--- src/sv/lppd_pkg.sv ---
// ----------------------------------------------------------------------------
// lppd_pkg: shared definitions for the length-prefixed packet deframer
// Result kinds, header byte positions, packet size limits and the result
// record that travels from the parser through the queue to the output stage.
// ----------------------------------------------------------------------------
package lppd_pkg;

  typedef enum logic [1:0] {
    KIND_POSITION  = 2'd0,
    KIND_BAD_SIZE  = 2'd1,
    KIND_TOO_SHORT = 2'd2,
    KIND_UNKNOWN   = 2'd3
  } kind_t;

  localparam logic [15:0] MIN_PACKET_BYTES       = 16'd4;
  localparam logic [15:0] POSITION_PACKET_BYTES  = 16'd24;
  localparam logic [15:0] MAX_PACKET_BYTES_RESET = 16'd120;

  localparam logic [15:0] IDX_LEN_LO   = 16'd0;
  localparam logic [15:0] IDX_LEN_HI   = 16'd1;
  localparam logic [15:0] IDX_TYPE_LO  = 16'd2;
  localparam logic [15:0] IDX_TYPE_HI  = 16'd3;
  localparam logic [15:0] IDX_TIME_END = 16'd12;
  localparam logic [15:0] IDX_RA_END   = 16'd16;
  localparam logic [15:0] IDX_DEC_END  = 16'd20;

  localparam logic [15:0] TYPE_POSITION = 16'd0;

  localparam int QUEUE_DEPTH_DEFAULT = 4;

  typedef struct packed {
    kind_t       kind;
    logic [63:0] server_time;
    logic [31:0] right_ascension;
    logic [31:0] declination;
    logic [31:0] mount_status;
    logic [15:0] packet_length;
    logic [15:0] packet_type;
  } rec_t;

endpackage

--- src/sv/lppd_parser.sv ---
// ----------------------------------------------------------------------------
// lppd_parser: byte-level packet parser
// Tracks the position within the current packet, collects the header and the
// payload fields, and classifies each packet end into a result record.
// ----------------------------------------------------------------------------
module lppd_parser (
  input  logic              clk,
  input  logic              rst_n,
  input  logic              byte_valid,
  input  logic [7:0]        data_byte,
  input  logic              cfg_wr_en,
  input  logic [15:0]       cfg_wr_data,
  output logic              rec_valid,
  output lppd_pkg::rec_t    rec
);

  logic [15:0] max_bytes_r;
  logic [15:0] byte_index_r, byte_index_nxt;
  logic [15:0] length_r, length_nxt;
  logic [15:0] type_r, type_nxt;
  logic [63:0] time_r, time_nxt;
  logic [31:0] ra_r, ra_nxt;
  logic [31:0] dec_r, dec_nxt;
  logic [31:0] status_r, status_nxt;
  logic [16:0] index_plus_one;

  assign index_plus_one = {1'b0, byte_index_r} + 17'd1;

  always_comb begin
    byte_index_nxt = byte_index_r;
    length_nxt     = length_r;
    type_nxt       = type_r;
    time_nxt       = time_r;
    ra_nxt         = ra_r;
    dec_nxt        = dec_r;
    status_nxt     = status_r;
    rec_valid      = 1'b0;
    rec.kind       = lppd_pkg::KIND_POSITION;
    if (byte_valid) begin
      if (byte_index_r == lppd_pkg::IDX_LEN_LO) begin
        length_nxt     = {8'h00, data_byte};
        byte_index_nxt = lppd_pkg::IDX_LEN_HI;
      end else if (byte_index_r == lppd_pkg::IDX_LEN_HI) begin
        length_nxt = {data_byte, length_r[7:0]};
        if (length_nxt < lppd_pkg::MIN_PACKET_BYTES || length_nxt > max_bytes_r) begin
          rec_valid      = 1'b1;
          rec.kind       = lppd_pkg::KIND_BAD_SIZE;
          byte_index_nxt = lppd_pkg::IDX_LEN_LO;
        end else begin
          byte_index_nxt = lppd_pkg::IDX_TYPE_LO;
        end
      end else begin
        if (byte_index_r == lppd_pkg::IDX_TYPE_LO) begin
          type_nxt = {8'h00, data_byte};
        end else if (byte_index_r == lppd_pkg::IDX_TYPE_HI) begin
          type_nxt = {data_byte, type_r[7:0]};
        end else if (byte_index_r < lppd_pkg::IDX_TIME_END) begin
          time_nxt = {data_byte, time_r[63:8]};
        end else if (byte_index_r < lppd_pkg::IDX_RA_END) begin
          ra_nxt = {data_byte, ra_r[31:8]};
        end else if (byte_index_r < lppd_pkg::IDX_DEC_END) begin
          dec_nxt = {data_byte, dec_r[31:8]};
        end else if (byte_index_r < lppd_pkg::POSITION_PACKET_BYTES) begin
          status_nxt = {data_byte, status_r[31:8]};
        end
        if (index_plus_one >= {1'b0, length_r}) begin
          rec_valid      = 1'b1;
          byte_index_nxt = lppd_pkg::IDX_LEN_LO;
          if (type_nxt != lppd_pkg::TYPE_POSITION) begin
            rec.kind = lppd_pkg::KIND_UNKNOWN;
          end else if (length_r < lppd_pkg::POSITION_PACKET_BYTES) begin
            rec.kind = lppd_pkg::KIND_TOO_SHORT;
          end else begin
            rec.kind = lppd_pkg::KIND_POSITION;
          end
        end else begin
          byte_index_nxt = index_plus_one[15:0];
        end
      end
    end
    rec.server_time     = time_nxt;
    rec.right_ascension = ra_nxt;
    rec.declination     = dec_nxt;
    rec.mount_status    = status_nxt;
    rec.packet_length   = length_nxt;
    rec.packet_type     = (rec.kind == lppd_pkg::KIND_BAD_SIZE) ? 16'd0 : type_nxt;
  end

  always_ff @(posedge clk) begin
    if (!rst_n) begin
      max_bytes_r  <= lppd_pkg::MAX_PACKET_BYTES_RESET;
      byte_index_r <= lppd_pkg::IDX_LEN_LO;
    end else begin
      if (cfg_wr_en) begin
        max_bytes_r <= cfg_wr_data;
      end
      byte_index_r <= byte_index_nxt;
    end
  end

  always_ff @(posedge clk) begin
    length_r <= length_nxt;
    type_r   <= type_nxt;
    time_r   <= time_nxt;
    ra_r     <= ra_nxt;
    dec_r    <= dec_nxt;
    status_r <= status_nxt;
  end

  // Past the length bytes, the position always stays inside a valid packet.
  a_index_in_packet: assert property (@(posedge clk) disable iff (!rst_n)
    (byte_index_r >= lppd_pkg::IDX_TYPE_LO) |->
      (byte_index_r < length_r && length_r >= lppd_pkg::MIN_PACKET_BYTES))
    else $error("byte index outside of the current packet");

  a_bad_size_restarts: assert property (@(posedge clk) disable iff (!rst_n)
    (rec_valid && rec.kind == lppd_pkg::KIND_BAD_SIZE) |=>
      (byte_index_r == lppd_pkg::IDX_LEN_LO))
    else $error("bad size did not return to awaiting a length");

endmodule

--- src/sv/lppd_queue.sv ---
// ----------------------------------------------------------------------------
// lppd_queue: result record queue
// Small first-in first-out buffer that decouples the parser from the output
// stage; the head entry is visible while the queue is not empty.
// ----------------------------------------------------------------------------
module lppd_queue #(
  parameter int DEPTH = lppd_pkg::QUEUE_DEPTH_DEFAULT
) (
  input  logic           clk,
  input  logic           rst_n,
  input  logic           push,
  input  lppd_pkg::rec_t push_rec,
  input  logic           pop,
  output logic           full,
  output logic           empty,
  output lppd_pkg::rec_t head_rec
);

  localparam int AW = $clog2(DEPTH);
  localparam int CW = $clog2(DEPTH + 1);
  localparam logic [AW-1:0] PTR_LAST  = AW'(DEPTH - 1);
  localparam logic [CW-1:0] COUNT_MAX = CW'(DEPTH);

  lppd_pkg::rec_t store [DEPTH];
  logic [AW-1:0] wr_ptr_r, wr_ptr_nxt;
  logic [AW-1:0] rd_ptr_r, rd_ptr_nxt;
  logic [CW-1:0] count_r, count_nxt;

  assign full     = (count_r == COUNT_MAX);
  assign empty    = (count_r == '0);
  assign head_rec = store[rd_ptr_r];

  always_comb begin
    wr_ptr_nxt = wr_ptr_r;
    rd_ptr_nxt = rd_ptr_r;
    count_nxt  = count_r;
    if (push) begin
      wr_ptr_nxt = (wr_ptr_r == PTR_LAST) ? '0 : wr_ptr_r + 1'b1;
    end
    if (pop) begin
      rd_ptr_nxt = (rd_ptr_r == PTR_LAST) ? '0 : rd_ptr_r + 1'b1;
    end
    if (push && !pop) begin
      count_nxt = count_r + 1'b1;
    end else if (pop && !push) begin
      count_nxt = count_r - 1'b1;
    end
  end

  always_ff @(posedge clk) begin
    if (!rst_n) begin
      wr_ptr_r <= '0;
      rd_ptr_r <= '0;
      count_r  <= '0;
    end else begin
      wr_ptr_r <= wr_ptr_nxt;
      rd_ptr_r <= rd_ptr_nxt;
      count_r  <= count_nxt;
    end
  end

  always_ff @(posedge clk) begin
    if (push) begin
      store[wr_ptr_r] <= push_rec;
    end
  end

  a_no_overflow: assert property (@(posedge clk) disable iff (!rst_n)
    push |-> !full)
    else $error("queue written while full");

  a_no_underflow: assert property (@(posedge clk) disable iff (!rst_n)
    pop |-> !empty)
    else $error("queue read while empty");

endmodule

--- src/sv/lppd_out_stage.sv ---
// ----------------------------------------------------------------------------
// lppd_out_stage: result output register
// Pulls records from the queue into the output register and clears the
// payload fields of every result that is not a position record.
// ----------------------------------------------------------------------------
module lppd_out_stage (
  input  logic           clk,
  input  logic           rst_n,
  input  logic           q_empty,
  input  lppd_pkg::rec_t q_rec,
  output logic           q_pop,
  input  logic           out_pop,
  output logic           out_empty,
  output lppd_pkg::rec_t out_rec
);

  logic           valid_r, valid_nxt;
  lppd_pkg::rec_t rec_r, rec_nxt;

  assign q_pop     = !q_empty && (!valid_r || out_pop);
  assign out_empty = !valid_r;
  assign out_rec   = rec_r;

  always_comb begin
    valid_nxt = valid_r;
    if (q_pop) begin
      valid_nxt = 1'b1;
    end else if (out_pop) begin
      valid_nxt = 1'b0;
    end
    rec_nxt = q_rec;
    if (q_rec.kind != lppd_pkg::KIND_POSITION) begin
      rec_nxt.server_time     = '0;
      rec_nxt.right_ascension = '0;
      rec_nxt.declination     = '0;
      rec_nxt.mount_status    = '0;
    end
  end

  always_ff @(posedge clk) begin
    if (!rst_n) begin
      valid_r <= 1'b0;
    end else begin
      valid_r <= valid_nxt;
    end
  end

  always_ff @(posedge clk) begin
    if (q_pop) begin
      rec_r <= rec_nxt;
    end
  end

  a_payload_cleared: assert property (@(posedge clk) disable iff (!rst_n)
    (valid_r && rec_r.kind != lppd_pkg::KIND_POSITION) |->
      (rec_r.server_time == '0 && rec_r.right_ascension == '0 &&
       rec_r.declination == '0 && rec_r.mount_status == '0))
    else $error("payload not cleared on a non-position result");

endmodule

--- src/sv/length_prefixed_packet_deframer.sv ---
// ----------------------------------------------------------------------------
// length_prefixed_packet_deframer: top level of the packet deframer
// Accepts one byte per cycle while the result queue has room.
// Results pass from the parser through the queue into the output register.
// The parser handles one byte per cycle; the queue and output stage move one
// result per cycle while out_pop is high, so bytes are taken while earlier
// results wait. Synchronous reset clears the parser position, the queue and
// the output valid flag and sets the size limit to 120 bytes.
// ----------------------------------------------------------------------------
module length_prefixed_packet_deframer #(
  parameter int QUEUE_DEPTH = lppd_pkg::QUEUE_DEPTH_DEFAULT
) (
  input  logic               clk,
  input  logic               rst_n,
  input  logic               in_push,
  output logic               in_full,
  input  logic [7:0]         in_data_byte,
  output logic               out_empty,
  input  logic               out_pop,
  output logic [1:0]         out_kind,
  output logic signed [63:0] out_server_time,
  output logic [31:0]        out_right_ascension,
  output logic signed [31:0] out_declination,
  output logic signed [31:0] out_mount_status,
  output logic [15:0]        out_packet_length,
  output logic [15:0]        out_packet_type,
  input  logic               cfg_wr_en,
  input  logic [15:0]        cfg_wr_data
);

  logic           in_accept;
  logic           rec_valid;
  lppd_pkg::rec_t rec;
  logic           q_full;
  logic           q_empty;
  logic           q_pop;
  lppd_pkg::rec_t q_rec;
  lppd_pkg::rec_t out_rec;

  assign in_full   = q_full;
  assign in_accept = in_push && !q_full;

  lppd_parser u_parser (
    .clk         (clk),
    .rst_n       (rst_n),
    .byte_valid  (in_accept),
    .data_byte   (in_data_byte),
    .cfg_wr_en   (cfg_wr_en),
    .cfg_wr_data (cfg_wr_data),
    .rec_valid   (rec_valid),
    .rec         (rec)
  );

  lppd_queue #(
    .DEPTH (QUEUE_DEPTH)
  ) u_queue (
    .clk      (clk),
    .rst_n    (rst_n),
    .push     (rec_valid),
    .push_rec (rec),
    .pop      (q_pop),
    .full     (q_full),
    .empty    (q_empty),
    .head_rec (q_rec)
  );

  lppd_out_stage u_out_stage (
    .clk       (clk),
    .rst_n     (rst_n),
    .q_empty   (q_empty),
    .q_rec     (q_rec),
    .q_pop     (q_pop),
    .out_pop   (out_pop),
    .out_empty (out_empty),
    .out_rec   (out_rec)
  );

  assign out_kind            = out_rec.kind;
  assign out_server_time     = $signed(out_rec.server_time);
  assign out_right_ascension = out_rec.right_ascension;
  assign out_declination     = $signed(out_rec.declination);
  assign out_mount_status    = $signed(out_rec.mount_status);
  assign out_packet_length   = out_rec.packet_length;
  assign out_packet_type     = out_rec.packet_type;

endmodule

--- config.mk ---
export PLATFORM = sky130hd
export DESIGN_NAME = length_prefixed_packet_deframer
export DESIGN_NICKNAME = d
export VERILOG_FILES = /design/src/sv/lppd_pkg.sv /design/src/sv/lppd_parser.sv /design/src/sv/lppd_queue.sv /design/src/sv/lppd_out_stage.sv /design/src/sv/length_prefixed_packet_deframer.sv
export SDC_FILE = /design/constraint.sdc
export NUM_CORES = 1
export LEC_CHECK = 0
export BUFFER_PORTS_ARGS = -buffer_cell sky130_fd_sc_hd__buf_2
export CORE_ASPECT_RATIO = 0.9
export CORE_MARGIN = 2
export CORE_UTILIZATION = 35
export DETAILED_ROUTE_END_ITERATION = 12
export GPL_TIMING_DRIVEN = 0
export SLEW_MARGIN = 20
export SYNTH_ARGS = -nofsm -noshare
export SYNTH_HDL_FRONTEND = slang
export SYNTH_SLANG_ARGS = --single-unit
--- constraint.sdc ---
create_clock -name clk -period 13.77 [get_ports clk]
set_clock_uncertainty 0.05 [all_clocks]
set_input_delay 2.754 -clock clk [delete_from_list [all_inputs] [get_ports clk]]
set_output_delay 2.754 -clock clk [all_outputs]
set_load 0.01 [all_outputs]
==> flow_summary.json <==
{
  "outcome": "complete, no violations",
  "synthCells": 2232,
  "rsz0062_at_grt": "no",
  "synth-edff-count": 970,
  "synth_compound_area_share_pct": 1.29,
  "dr.pass1.iters": 5,
  "htree_levels": 4,
  "synthArstFlopShare_pct": 0,
  "io_buffers": 223,
  "reg2reg_from": "u_parser.byte_index_r[0]",
  "met3_length_um": 5370,
  "insertion_delay_ns": 0.74,
  "nNetsFinal": 2689,
  "fmax_mhz": 160,
  "path_clk_slew_ns": 0.06,
  "via_count": 21300,
  "leakagePower_nw": 18.7,
  "worst_slack_ns": 7.52,
  "antenna_found_initial": 11,
  "start_kind": "input port",
  "synthMuxAreaShare_pct": 14.7,
  "cts_sinks": 1204,
  "ys_ff_latch": 1204,
  "startpoint": "in_data_byte[0]",
  "crit_fanout": 36,
  "ir_worst_vdd_v": 0.000103,
  "dpl_worst_slack_ns": 6.89,
  "p_per_area_mw_per_mm2": 201,
  "fp.dieH_um": 341,
  "yosys.area_share.simple_pct": 4.73,
  "fin_crit_ns": 6.25,
  "synth_top_family_by_area": "multiplexers",
  "die_area_sq_mm": 0.129,
  "grt_first_pass_wirelength_um": 141000,
  "cts_buffer_depth": 3,
  "m1WireLength_um": 41600,
  "grt_pass1_vias": 22200,
  "drive_gt1_share_pct": 30.0,
  "fill_cells": 10900,
  "min_path_type": "register to register",
  "ant_nets": 0,
  "syn_area_per_cell_sq_um": 19.8,
  "synth_xor_area_share_pct": 0.297,
  "fin_tns_setup_ns": 0,
  "finalPower_mw": 10.6,
  "slew_viol_final": 0,
  "synthToLayoutAreaGrowth_pct": 19.2,
  "setup_viol": 0,
  "io_pins": 225,
  "worstPathRequired_ns": 14.13,
  "yosys_warnings": 0,
  "overflow": 0,
  "highest_layer": "met5",
  "cts_setup_buffers": 0,
  "slew_headroom_pct": 26.4,
  "synth_nets": 2304,
  "start_util_pct": 35.3,
  "synth_area_sq_mm": 0.0443,
  "finalNonFillerCells": 4417,
  "cts_tree": "yes",
  "drc_errors": 0,
  "wl_per_cell_um": 21.6,
  "met2WireLength_um": 46300,
  "holdBufCountCts": 0,
  "die_w_um": 379,
  "gp_congestion": 0.829,
  "ys_seq_area_share_pct": 76.4,
  "clock-root-buffer": "clkbuf_16",
  "hold_viol_final": 0,
  "synth_fa_ha_area_share_pct": 1.23,
  "max-cap-violations": 0,
  "hold_start": "u_parser.max_bytes_r[5]",
  "grt_max_degree": 45,
  "worstPathArrival_ns": 6.60,
  "row_count": 123,
  "grt.total_usage_pct": 14.8,
  "hold_ws_ns": 0.448,
  "fin_crit_sh_pct": 45.4,
  "final_cell_mix": "edfxtp_1 (970), dfxtp_1 (234), buf_2 (231)",
  "dpl.cell_count": 4172,
  "fp.coreArea_sq_mm": 0.125,
  "final_common_cell": "edfxtp_1",
  "cts_made_buffers": 130,
  "drt_iter0_drc": 1724,
  "tightest_slew_ns": 1.10,
  "drt-total-wl_um": 95500,
  "hpwl_um": 62700,
  "via_per_inst": 4.82,
  "cts_resized": 0,
  "worstSetupEndpointType": "register",
  "ys_types": 61,
  "critPathKind": "input port to register",
  "ys.flop_type": "edfxtp_1"
}
-- cells in the mapped netlist (3+ instances only) --
master / n / area share [%]
nor2b_1: 196 / 2.8
nand3_1: 15 / 0.17
mux2_1: 45 / 1.1
inv_1: 41 / 0.35
o211ai_1: 5 / 0.085
and4_1: 4 / 0.079
nand2_1: 44 / 0.37
xnor2_1: 7 / 0.14
o21a_1: 4 / 0.068
nor3b_1: 3 / 0.051
ha_1: 42 / 1.2
or2_2: 3 / 0.042
or3_1: 8 / 0.11
mux2i_1: 24 / 0.54
a21oi_1: 15 / 0.17
buf_1: 9 / 0.076
dfxtp_1: 234 / 11
nor4_1: 10 / 0.14
o221ai_1: 3 / 0.059
buf_6: 3 / 0.076
mux4_2: 194 / 9.9
nand4_1: 10 / 0.14
buf_4: 6 / 0.10
o21ai_0: 19 / 0.21
edfxtp_1: 970 / 66
a21boi_0: 11 / 0.19
clkbuf_1: 79 / 0.67
mux2_2: 123 / 3.1
a22o_1: 8 / 0.16
and2_1: 8 / 0.11
nor2_1: 20 / 0.17
nand2b_1: 11 / 0.16
xor2_1: 8 / 0.16
buf_2: 8 / 0.090
nor3_1: 5 / 0.057
and3_1: 4 / 0.057
-- cell type report --
cell class,instances,area (sq um),area share (%)
inverter,41,154,0.292
tap,1687,2110,4.00
sequential,1204,33800,64.1
antenna,4,10.0,0.0190
clock buffer,186,3730,7.07
buffer,106,469,0.890
multi-input combinational,881,9870,18.7
clock inverter,55,711,1.35
timing repair buffer,253,1880,3.56
-- critical path, stage by stage --
cell and delay, ns:
buf_2 0.12, clkbuf_2 0.39, nor4_1 0.56, nand4_1 0.23
and3_1 0.26, a311oi_1 0.49, a21oi_1 0.22, inv_1 0.21
and2_4 0.41, buf_16 0.29, buf_16 0.25, buf_12 0.29
-- sequential cells by signal, summed over array words and instances (netlist names), named ones only --
| name | count |
|---|---|
| u_parser.length_r | 16 |
| u_parser.max_bytes_r | 16 |
| u_parser.type_r | 16 |
| u_queue.wr_ptr_r | 2 |
| u_queue.rd_ptr_r | 2 |
| u_out_stage.valid_r | 1 |
| u_parser.status_r | 32 |
| u_queue.count_r | 3 |
| u_parser.ra_r | 32 |
| u_parser.byte_index_r | 16 |
| u_queue.store | 776 |
| u_parser.time_r | 64 |
| u_out_stage.out_rec | 194 |
| u_parser.dec_r | 32 |
-- per-stage QoR --
step                cell area, sq um  util (%)
finish                         52700      42.1
floorplan                      44300         -
global placement               47500      37.9
detailed placement             48300      38.5
CTS                            52700      42.1
global route                   52700      42.1
-- path summary, 6_finish.rpt --
kind	endpoint	slack [ns]	cells past startpoint
worst min-delay path	u_parser.max_bytes_r[5]	0.45	2
worst max-delay path	u_queue.store[1][171]	7.52	12
worst min register to register	u_parser.max_bytes_r[5]	0.45	2
worst max register to register	u_queue.store[1][171]	8.50	17
-- report_power, final --
part	internal, mW	total, mW	switching, mW
Sequential	4.61	4.81	0.205
Clock	2.14	3.55	1.41
Combinational	0.935	2.21	1.28
Total	7.69	10.6	2.89
-- metal layers --
| layer | GRT usage (%) | vias to the layer above |
|---|---|---|
| met5 | 0 | - |
| met4 | 5.02 | 4 |
| met3 | 2.97 | 156 |
| met2 | 24.2 | 645 |
| met1 | 19.8 | 10900 |
| li1 | - | 9558 |
-- kinds of logic (layout without fill, tap and decap cells) --
family | after synthesis | in the layout
XOR/XNOR | 15 | 15
buffers and inverters | 147 | 641
AO/OA/AOI/OAI | 84 | 84
AND/OR/NAND/NOR | 353 | 353
adder cells (fa/ha/maj) | 43 | 43
multiplexers | 386 | 386
flip-flops | 1204 | 1204
other | 0 | 4
Power figures use the tool's default switching activity.
